==> config.mk <==
export PLATFORM = sky130hd
export DESIGN_NAME = psl_front
export DESIGN_NICKNAME = d
export VERILOG_FILES = /design/src/hdl/psl_pkg.sv /design/src/hdl/psl_front.sv
export SDC_FILE = /design/constraint.sdc
export NUM_CORES = 1
export LEC_CHECK = 0
export ABC_CLOCK_PERIOD_IN_PS = 3150
export BUFFER_PORTS_ARGS = -buffer_cell sky130_fd_sc_hd__buf_2
export CORE_UTILIZATION = 52
export CTS_CLUSTER_SIZE = 24
export DETAILED_ROUTE_END_ITERATION = 12
export PLACE_DENSITY = 0.9
export SETUP_SLACK_MARGIN = 0.2
export SYNTH_ARGS = -nofsm -noshare
export SYNTH_HDL_FRONTEND = slang
export SYNTH_SLANG_ARGS = --single-unit
==> constraint.sdc <==
create_clock -name i_clk -period 3.15 [get_ports i_clk]
set_input_delay 0.63 -clock i_clk [delete_from_list [all_inputs] [get_ports i_clk]]
set_output_delay 0.63 -clock i_clk [all_outputs]
set_load 0.1 [all_outputs]
==> src/hdl/psl_pkg.sv <==
package psl_pkg;

    localparam int ENTRIES     = 1024;
    localparam int ADDR_W      = $clog2(ENTRIES);
    localparam int IDX_W       = ADDR_W + 1;
    localparam int QUEUE_DEPTH = 2;
    localparam int QPTR_W      = $clog2(QUEUE_DEPTH);

    localparam logic [15:0] MIN_FRAME_LEN  = 16'd34;
    localparam logic [15:0] ETHERTYPE_IPV4 = 16'h0800;

    typedef struct packed {
        logic [15:0] frame_len;
        logic [15:0] ether_type;
        logic [31:0] src_ip;
    } t_in;

    typedef struct packed {
        logic        counted;
        logic [63:0] packet_count;
        logic        new_entry;
        logic        evicted;
        logic [31:0] evicted_ip;
    } t_out;

    // classified beat handed from front to back
    typedef struct packed {
        logic        counted;
        logic [31:0] key;
    } t_job;

endpackage

==> src/hdl/psl_front.sv <==
module psl_front
    import psl_pkg::*;
(
    input  logic i_clk,
    input  logic i_rst_n,
    input  logic push,
    output logic full,
    input  t_in  i_item,
    output logic o_job_vld,
    output t_job o_job,
    input  logic i_job_take
);

    t_job                r_q [QUEUE_DEPTH];
    logic [QPTR_W-1:0]   r_wp, r_rp;
    logic [QPTR_W:0]     r_cnt;
    logic                w_push, w_pop;
    t_job                w_job;

    assign full      = (r_cnt == (QPTR_W+1)'(QUEUE_DEPTH));
    assign o_job_vld = (r_cnt != '0);
    assign o_job     = r_q[r_rp];
    assign w_push    = push && !full;
    assign w_pop     = i_job_take && o_job_vld;

    always_comb begin
        w_job.counted = (i_item.frame_len >= MIN_FRAME_LEN) &&
                        (i_item.ether_type == ETHERTYPE_IPV4);
        w_job.key     = i_item.src_ip;
    end

    always_ff @(posedge i_clk) begin
        if (w_push) begin
            r_q[r_wp] <= w_job;
        end
    end

    always_ff @(posedge i_clk) begin
        if (!i_rst_n) begin
            r_wp  <= '0;
            r_rp  <= '0;
            r_cnt <= '0;
        end else begin
            if (w_push) r_wp <= r_wp + 1'b1;
            if (w_pop)  r_rp <= r_rp + 1'b1;
            unique case ({w_push, w_pop})
                2'b10:   r_cnt <= r_cnt + 1'b1;
                2'b01:   r_cnt <= r_cnt - 1'b1;
                default: r_cnt <= r_cnt;
            endcase
        end
    end

endmodule

==> metrics.txt, run 1 <==
#FFs+latches synth=roughly 70; total track usage=20.1%; sw frac=about half; Syn-to-layout area delta=29.0%; ratio of cells with drive above 1 in the final layout=59.0%; GRT overflow=0; count of cell types in the netlist=27; Skew-Pair Late Insertion Delay=~330 ps; outcome=complete, no violations; worst-path fanout max=26; ANT cells=0; Tcrit/Tclk final=roughly 77%; Die Wd=73.7 um; Vias=1604; Starting Density=55.4%; final hold violation count=0; ANT nets after route=0; met3 WL post-DR=roughly 260 um; largest net degree at the start of global routing=27; max-cap check violation count=0; Worst Hold Class=input pin to register; Crit. End Element=output port; Fill cells=between 300 and 400; CTS tree=yes; Seq/Total Area, Yosys=a little under 80%; final core utilization=between 70% and 80%; row cnt=25; Synth Net Count=roughly 210; CTS clk-pin slew, worst paths=roughly 70 ps; Syn Area/Cell=around 19 sq um; CP Launch Type=register; Yosys warning total=0; max incr delay on CP=550 ps; critical path data arrival time=around 1800 ps; hpwl dp=3410 um; clock share of power=roughly 17%; critical path class=register to output port; global-route wire length before repair=7580 um; DRT Pass-1 Iters=4; Gate Count Post-Synth=140; routability cong.=about 0.82; IO buf count=roughly 100; P_sw=0.00183 W; H-tree levels=3; leak pwr=~1.4 nW; slew of the pin with the lowest slew margin=498 ps; final setup fails=0; Syn Std Cell Area=between 0.002 and 0.003 sq mm; clk sink count=approximately 70; io pins=between 100 and 150; max layer used=met4; RSZ-0062 raised after global routing=no; initial antenna violation count=0; met2 WL=between 2000 and 3000 um; highest ir drop seen on vdd=around 0.66 mV; sequential share of power=between 30 and 40%; Die Height=between 70 and 80 um; combinational share of power=49.4%; worst hold slack=between 400 and 500 ps; CP required=~2500 ps; CTS Buffer Depth=2; Final min period=around 2400 ps; crit path max-delay cell type=dfxtp_1; Max Transition Viols Final=0; met1 WL=~1800 um; CTS Hold Bufs=0; f_max=approximately 410 MHz; critical path, cell by cell=buf_12 -> mux2_2 -> buf_2; vias in the first global route=~1800; relative slew slack=67.0%; Pint=roughly 0.0019 W; Final Skew=roughly 4.3 ps; Final nets=320; die area=~0.0054 sq mm; WL final=~5000 um; Core ar.=about 0.0048 sq mm; wire per inst=15.0 um; DRC Markers=0; vias per inst=between 4 and 5; CTS resizes=0; Post-Route Setup TNS=0 ps; CTS Buf Count=9; pwr dens=~1100 mW/mm^2; Starting DRT DRC Count=slightly below 70; post-CTS setup buffer count=0; CTS Root Buffer Type=clkbuf_8
-- final timing paths --
check | startpoint | endpoint | slack [ps] | cells after the start
max | register | o_job[23] | 720 | 3
min | i_item[0] | r_q[1][0]$_DFFE_PP_ | 480 | 1
max reg2reg | r_cnt[0]$_SDFFE_PN0P_ | r_q[0][22]$_DFFE_PP_ | 1180 | 5
min reg2reg | r_wp$_SDFFE_PN0P_ | r_wp$_SDFFE_PN0P_ | 520 | 2
-- critical path: cells and delay by family, from the launching register on --
family | cells | cell delay [ps]
DFF | 1 | 550
buffers and inverters | 2 | 540
muxes | 1 | 360
-- stage by stage --
step	power [W]	worst slack, ps	cells	instance area (sq um)
floorplan	0.00283	982	140	2670
global placement	0.00308	1000	307	3280
detailed placement	0.00311	982	307	3280
CTS	0.00372	673	323	3440
global route	0.00383	611	323	3440
finish	0.00369	724	323	3440
-- power by group through the flow --
stage / clock network [W] / registers, W / logic, W
after floorplan: 0 / 0.00125 / 0.00158
after global placement: 0 / 0.00126 / 0.00182
after detailed placement: 0 / 0.00127 / 0.00183
after CTS: 0.000627 / 0.00126 / 0.00184
after global routing: 0.000663 / 0.00127 / 0.00189
final: 0.000612 / 0.00125 / 0.00182
-- state kept, by name, indices dropped and copies added, names as in the netlist, named ones only --
name / cells
r_cnt: 2
r_q: 66
r_wp: 1
r_rp: 1
-- cells in the final DEF (no fill, tap or decap) --
master	count
ha_1	1
or2_2	1
and3_1	1
nand2b_2	1
nand4_1	1
xor2_1	1
or3_1	2
nand2_1	1
dfxtp_1	5
nor4_1	4
clkinvlp_4	1
clkinv_2	3
a31oi_1	1
o21a_1	1
a21oi_1	2
or4_1	1
nor3_1	1
inv_2	1
edfxtp_1	66
buf_12	1
buf_2	101
buf_4	2
xnor2_1	2
mux2_1	3
mux2_2	30
inv_1	3
o21ai_0	2
nor4b_1	1
o41ai_1	1
clkbuf_8	10
clkbuf_1	2
nor2_1	3
-- layout make-up --
cell class / count / area [sq um] / area share (%)
clock inverters: 4 / 22.5 / 0.654
repair buffers: 104 / 541 / 15.7
flip-flops and latches: 71 / 2080 / 60.5
multi-input cells: 61 / 554 / 16.1
well taps: 67 / 83.8 / 2.43
inverters: 4 / 15.0 / 0.436
clock buffers: 12 / 145 / 4.22
-- Yosys cell counts --
master,number,area (sq um)
a21oi_1,2,10.0
a31oi_1,1,6.26
and3_1,1,6.26
buf_2,3,15.0
clkbuf_1,1,3.75
dfxtp_1,5,100
edfxtp_1,66,1980
ha_1,1,12.5
inv_1,3,11.3
inv_2,1,3.75
mux2_1,3,33.8
mux2_2,30,338
nand2_1,1,3.75
nand2b_2,1,8.76
nand4_1,1,6.26
nor2_1,3,11.3
nor3_1,1,5.00
nor4_1,4,25.0
nor4b_1,1,8.76
o21a_1,1,7.51
o21ai_0,2,10.0
o41ai_1,1,8.76
or2_2,1,6.26
or3_1,2,12.5
or4_1,1,7.51
xnor2_1,2,17.5
xor2_1,1,8.76
-- per-layer routing --
| metal | vias to the layer above | track usage [%] |
|---|---|---|
| met5 | - | 0 |
| met4 | 0 | 15.0 |
| met3 | 14 | 5.08 |
| met2 | 74 | 37.7 |
| met1 | 745 | 18.4 |
| li1 | 771 | - |
-- logic make-up (layout without fill, tap and decap cells) --
family | count (synthesis) | in the layout | share of synthesized area, %
mux | 33 | 33 | 13.9
compound gates | 7 | 7 | 1.59
flops | 71 | 71 | 78.0
fa+ha+maj | 1 | 1 | 0.469
buf+inv | 8 | 124 | 1.26
xor+xnor | 3 | 3 | 0.984
simple gates | 17 | 17 | 3.80
Note: power is estimated with default switching activity, not from simulation.
==> run 2, diff against run 1 <==
ABC_CLOCK_PERIOD_IN_PS = 2350   (was 3150)
CORE_UTILIZATION = 48   (was 52)
PLACE_DENSITY = 0.85   (was 0.9)
clock period = 2.35 ns   (was 3.15 ns; I/O delays follow)
==> run 2 against run 1 <==
Cell count up 1.2%. Cell area rose by 15%. Power increased by 56%. Register-to-register slack worse by 640 ps. Utilization is 4.3 points higher. Critical path depth is the same. Non-clock buffer count increased by 2. Combinational power grew 77%. Clock-buffer cell count shrank 3. Highest routed layer unchanged.
==> metrics.txt, run 2 (synthesis gave the netlist of run 1 again) <==
DP Worst Slack=482 ps (was 982 ps); clk sink count=71 (unchanged); Vias=1642 (was 1604); CTS tree=yes (unchanged); RSZ-0062 raised after global routing=no (unchanged); final setup fails=0 (unchanged); Starting DRT DRC Count=65 (was 69); vias per inst=5.02 (was 4.97); Crit. End Element=output port (unchanged); worst hold slack=331 ps (was 481 ps); Largest regs=r_q (66), r_cnt (2) (unchanged); PnR worst setup slack=369 ps (was 724 ps); max reg flops=66 (unchanged); total track usage=18.9% (was 20.1%); Syn-to-layout area delta=48.7% (was 29.0%); global-route wire length before repair=8090 um (was 7580 um); Core ar.=0.00524 sq mm (was 0.00482 sq mm); slew of the pin with the lowest slew margin=503 ps (was 498 ps); relative slew slack=66.7% (was 67.0%); Post-Route Setup TNS=0 ps (unchanged); Final nets=322 (was 320); DRT Pass-1 Iters=4 (unchanged); Die Height=76.6 um (was 73.7 um); CTS resizes=0 (unchanged); die area=0.00587 sq mm (was 0.00543 sq mm); DRC Markers=0 (unchanged); CTS Hold Bufs=0 (unchanged); CTS Buf Count=9 (unchanged); worst-path fanout max=18 (was 26); largest reg by FF count=r_q (unchanged); CTS clk-pin slew, worst paths=70 ps (about the same); row cnt=26 (was 25); critical path class=register to output port (unchanged); Starting Density=51.0% (was 55.4%); hpwl dp=3900 um (was 3410 um); wire per inst=16.0 um (was 15.0 um); Worst Hold Class=input pin to register (unchanged); Final min period=between 1500 and 2000 ps; CP required=1880 ps (was 2520 ps); highest ir drop seen on vdd=1.04 mV (was 0.657 mV); initial antenna violation count=0 (unchanged); IO buf count=101 (unchanged); H-tree levels=3 (unchanged); Max Transition Viols Final=0 (unchanged); Final Skew=3.54 ps (was 4.27 ps); CTS Buffer Depth=2 (unchanged); ANT nets after route=0 (unchanged); Tcrit/Tclk final=a little over four fifths; routability cong.=0.785 (was 0.820); pwr dens=1450 mW/mm^2 (was 1070 mW/mm^2); commonest non-fill, non-tap cells in the layout=buf_2 (68), edfxtp_1 (66), buf_12 (34), mux2_2 (30), clkbuf_8 (9) (was buf_2 (101), edfxtp_1 (66), mux2_2 (30), clkbuf_8 (10), dfxtp_1 (5)); outcome=complete, no violations (unchanged); final hold violation count=0 (unchanged); WL final=5240 um (was 4860 um); CTS Root Buffer Type=clkbuf_8 (unchanged); GRT overflow=0 (unchanged); CP Launch Type=register (unchanged); largest net degree at the start of global routing=20 (was 27); ANT cells=0 (unchanged); critical path data arrival time=1510 ps (was 1800 ps); post-CTS setup buffer count=0 (unchanged); leak pwr=1.56 nW (was 1.37 nW); Die Wd=76.6 um (was 73.7 um); f_max=around 500 MHz; Skew-Pair Late Insertion Delay=320 ps (was 330 ps); max-cap check violation count=0 (unchanged); commonest non-fill, non-tap cell in the layout=buf_2 (unchanged); ratio of cells with drive above 1 in the final layout=59.5% (was 59.0%); FF-to-FF setup slack=540 ps (was 1180 ps); vias in the first global route=1750 (was 1809); io pins=103 (unchanged)
[run 2: cell count changes in the layout (fill, tap and decap cells not counted), sizes merged]
| cell | previous run | this run |
|---|---|---|
| clkbuf | 12 | 9 |
| buf | 104 | 106 |
| clkinv | 3 | 5 |
| bufinv | 0 | 1 |
| inv | 4 | 3 |
[run 2: worst max-delay path, cell delays in order, from the launching register on]
cell,delay [ps]
dfxtp_1,330
buf_4,270
mux2_1,400
buf_12,180
[run 2: worst paths after layout]
check | to | from | cells after the start
setup / recovery | o_job[27] | register | 3
hold / removal | r_q[0][11]$_DFFE_PP_ | i_item[11] | 1
setup reg to reg | r_q[0][28]$_DFFE_PP_ | r_cnt[0]$_SDFFE_PN0P_ | 5
hold reg to reg | r_wp$_SDFFE_PN0P_ | r_wp$_SDFFE_PN0P_ | 2
[run 2: layer usage]
metal	vias up	global-route usage [%]	share of wire [%]
li1	775	-	-
met1	777	20.0	37
met2	82	35.7	56
met3	8	3.95	5.5
met4	0	8.65	1.4
met5	-	0	0
[run 2: power by group]
part | total (W) | internal (W) | switching, W
Sequential | 0.00167 | 0.00160 | 0.0000653
Combinational | 0.00323 | 0.00111 | 0.00212
Clock | 0.000867 | 0.000471 | 0.000396
Total | 0.00576 | 0.00318 | 0.00259
[run 2: layout make-up]
cell class / instances / area [sq um]
clock buffers: 9 / 124
clock inverters: 6 / 52.6
fillers: 309 / 1270
inverters: 4 / 18.8
multi-input cells: 61 / 554
flip-flops and latches: 71 / 2080
well taps: 70 / 87.6
repair buffers: 106 / 1050
[run 2: through the flow]
| stage | util (%) | power [W] | cell area, sq um | instances |
|---|---|---|---|---|
| 2_1_floorplan | - | 0.00379 | 2670 | 140 |
| 3_3_place_gp | 72.4 | 0.00488 | 3790 | 312 |
| 3_5_place_dp | 72.4 | 0.00494 | 3790 | 312 |
| 4_1_cts | 75.8 | 0.00581 | 3970 | 327 |
| 5_1_grt | 75.8 | 0.00593 | 3970 | 327 |
| 6_report | 75.8 | 0.00576 | 3970 | 327 |
==> run 3, diff against run 2 <==
ABC_CLOCK_PERIOD_IN_PS = 1750   (was 2350)
CORE_UTILIZATION = 43   (was 48)
PLACE_DENSITY = 0.81   (was 0.85)
clock period = 1.75 ns   (was 2.35 ns; I/O delays follow)
==> run 3 against run 2 <==
The flow now finishes with violations (negative setup slack). Sequential share of layout area decreased by 2.5 points. Register-to-register slack got worse by 350 ps. Sequential power increased by 37%. Hold slack got worse by 120 ps. Cell count increased by 3.1%. Setup slack got worse by 390 ps. Utilization decreased by 5.4 points. Critical path type unchanged. Critical endpoint unchanged. Largest cell class unchanged.
==> metrics.txt, run 3 (synthesis gave the netlist of run 1 again) <==
f_max=between 500 and 600 MHz; total track usage=17.2% (was 18.9%); leak pwr=1.68 nW (was 1.56 nW); die area=0.00653 sq mm (was 0.00587 sq mm); GRT overflow=0 (unchanged); CTS Root Buffer Type=clkbuf_8 (unchanged); H-tree levels=3 (unchanged); ANT cells=0 (unchanged); Hold Crit Start=i_item[24] (was i_item[11]); CP required=1400 ps (was 1880 ps); violated checks=negative setup slack; clk sink count=71 (unchanged); sw frac=44.4% (was 44.9%); R2R depth=5 (unchanged); pwr dens=1930 mW/mm^2 (was 1450 mW/mm^2); final setup fails=4 (was 0); commonest non-fill, non-tap cells in the layout=buf_2 (66), edfxtp_1 (66), buf_12 (33), mux2_4 (29), clkbuf_8 (9) (was buf_2 (68), edfxtp_1 (66), buf_12 (34), mux2_2 (30), clkbuf_8 (9)); row cnt=28 (was 26); initial antenna violation count=0 (unchanged); IO buf count=101 (unchanged); routability cong.=0.735 (was 0.785); Reg-to-Reg End=r_q[0][31]$_DFFE_PP_ (was r_q[0][28]$_DFFE_PP_); Largest regs=r_q (66), r_cnt (2) (unchanged); Final Skew=6.92 ps (was 3.54 ps); max reg flops=66 (unchanged); global-route wire length before repair=7860 um (was 8090 um); sequential share of power=28.2% (was 28.9%); ratio of cells with drive above 1 in the final layout=63.4% (was 59.5%); CTS clk-pin slew, worst paths=70 ps (about the same); Reg2Reg Launch Point=r_cnt[0]$_SDFFE_PN0P_ (unchanged); fin area=0.00419 sq mm (was 0.00397 sq mm); Die Height=80.8 um (was 76.6 um); critical path data arrival time=1420 ps (was 1510 ps); io pins=103 (unchanged); final core utilization=70.4% (was 75.8%); CP Launch Type=register (unchanged); Starting DRT DRC Count=52 (was 65); WL final=5570 um (was 5240 um); Die Wd=80.8 um (was 76.6 um); Placed Area=0.00346 sq mm (was 0.00379 sq mm); Multi-input gate area=689 sq um (was 554 sq um); vias per inst=4.77 (was 5.02); combinational share of power=58.7% (was 56.1%); DRC Markers=0 (unchanged); max-cap check violation count=0 (unchanged); Pint=0.00449 W (was 0.00318 W); largest net degree at the start of global routing=34 (was 20); CTS Buf Count=9 (unchanged); Worst Hold Class=input pin to register (unchanged); Max Transition Viols Final=0 (unchanged); final hold violation count=0 (unchanged); Tcrit/Tclk final=101%; P_sw=0.00359 W (was 0.00259 W); Reg area=0.00209 sq mm (was 0.00208 sq mm); PnR worst setup slack=-19.4 ps (was 369 ps); Final nets=326 (was 322); wire per inst=16.5 um (was 16.0 um); Final min period=between 1500 and 2000 ps; Final Power=0.00807 W (was 0.00576 W); Core ar.=0.00596 sq mm (was 0.00524 sq mm); RSZ-0062 raised after global routing=yes (was no); ANT nets after route=0 (unchanged); CTS tree=yes (unchanged); Vias=1606 (was 1642); DRT Pass-1 Iters=4 (unchanged); largest reg by FF count=r_q (unchanged); vias in the first global route=1645 (was 1750); hpwl dp=3490 um (was 3900 um); CTS Hold Bufs=0 (unchanged); Fill cells=398 (was 309); clock share of power=13.1% (was 15.1%); CTS Buffer Depth=2 (unchanged); Crit. End Element=output port (unchanged); Starting Density=44.8% (was 51.0%); Hold Path Sink=r_q[0][24]$_DFFE_PP_ (was r_q[0][11]$_DFFE_PP_); highest ir drop seen on vdd=1.45 mV (was 1.04 mV); worst-path fanout max=17 (was 18); hold depth=1 (unchanged); Post-Route Setup TNS=-58.6 ps (was 0 ps); Skew-Pair Late Insertion Delay=330 ps (was 320 ps); critical path class=register to output port (unchanged); FF-to-FF setup slack=190 ps (was 540 ps); slew of the pin with the lowest slew margin=325 ps (was 503 ps); outcome=complete, but fails checks (was complete, no violations); Syn-to-layout area delta=57.0% (was 48.7%); relative slew slack=78.0% (was 66.7%)
run 3: cell types whose count changed in the layout (fill, tap and decap cells not counted), sizes merged:
cell      delta
clkbuf       +5
bufinv       -1
buf          +2
clkinvlp     +1
clkinv       -2
run 3: routing by layer:
metal	track usage [%]	routed length (um)
met5	0	0
met4	8.04	55
met3	4.94	230
met2	31.0	3060
met1	18.4	2230
run 3: worst max path at each step:
stage	from	end	slack, ps	depth (start not counted)
after global placement	register	o_job[27]	210	3
after floorplan	r_cnt[0]$_SDFFE_PN0P_	r_q[0][0]$_DFFE_PP_	70	4
final	register	o_job[27]	-20	3
after CTS	register	o_job[29]	-50	3
after detailed placement	register	o_job[31]	200	3
after global routing	register	o_job[27]	-80	3
run 3: cell type report:
cell class | count | share of cell area, %
inverters | 4 | 0.627
clock inverters | 4 | 0.537
multi-input cells | 61 | 16.4
repair buffers | 110 | 27.0
clock buffers | 12 | 3.22
well taps | 75 | 2.24
flip-flops and latches | 71 | 49.9
run 3: critical path, stage by stage (launching register included):
cell,delay (ps)
dfxtp_4,370
buf_12,170
mux2_2,360
buf_6,190
run 3: what timing repair did:
action | 4_1_cts | 5_1_grt
resized for setup | 130 | 6
buffers inserted | 0 | 1
cloned | 0 | 3
setup endpoints to repair | 35 | 68
run 3: power by group through the flow:
stage | combinational, W | sequential [W] | clock, W
after floorplan | 0.00311 | 0.00225 | 0
after global placement | 0.00358 | 0.00228 | 0
after detailed placement | 0.00361 | 0.00229 | 0
after CTS | 0.00457 | 0.00227 | 0.00108
after global routing | 0.00488 | 0.00229 | 0.00117
final | 0.00474 | 0.00228 | 0.00106
run 3: per-stage QoR:
step	std cells	hold WS, ps	setup slack [ps]
floorplan	140	449	70.1
global placement	317	473	209
detailed placement	317	494	204
CTS	333	188	-49.4
global route	337	183	-76.6
finish	337	208	-19.4
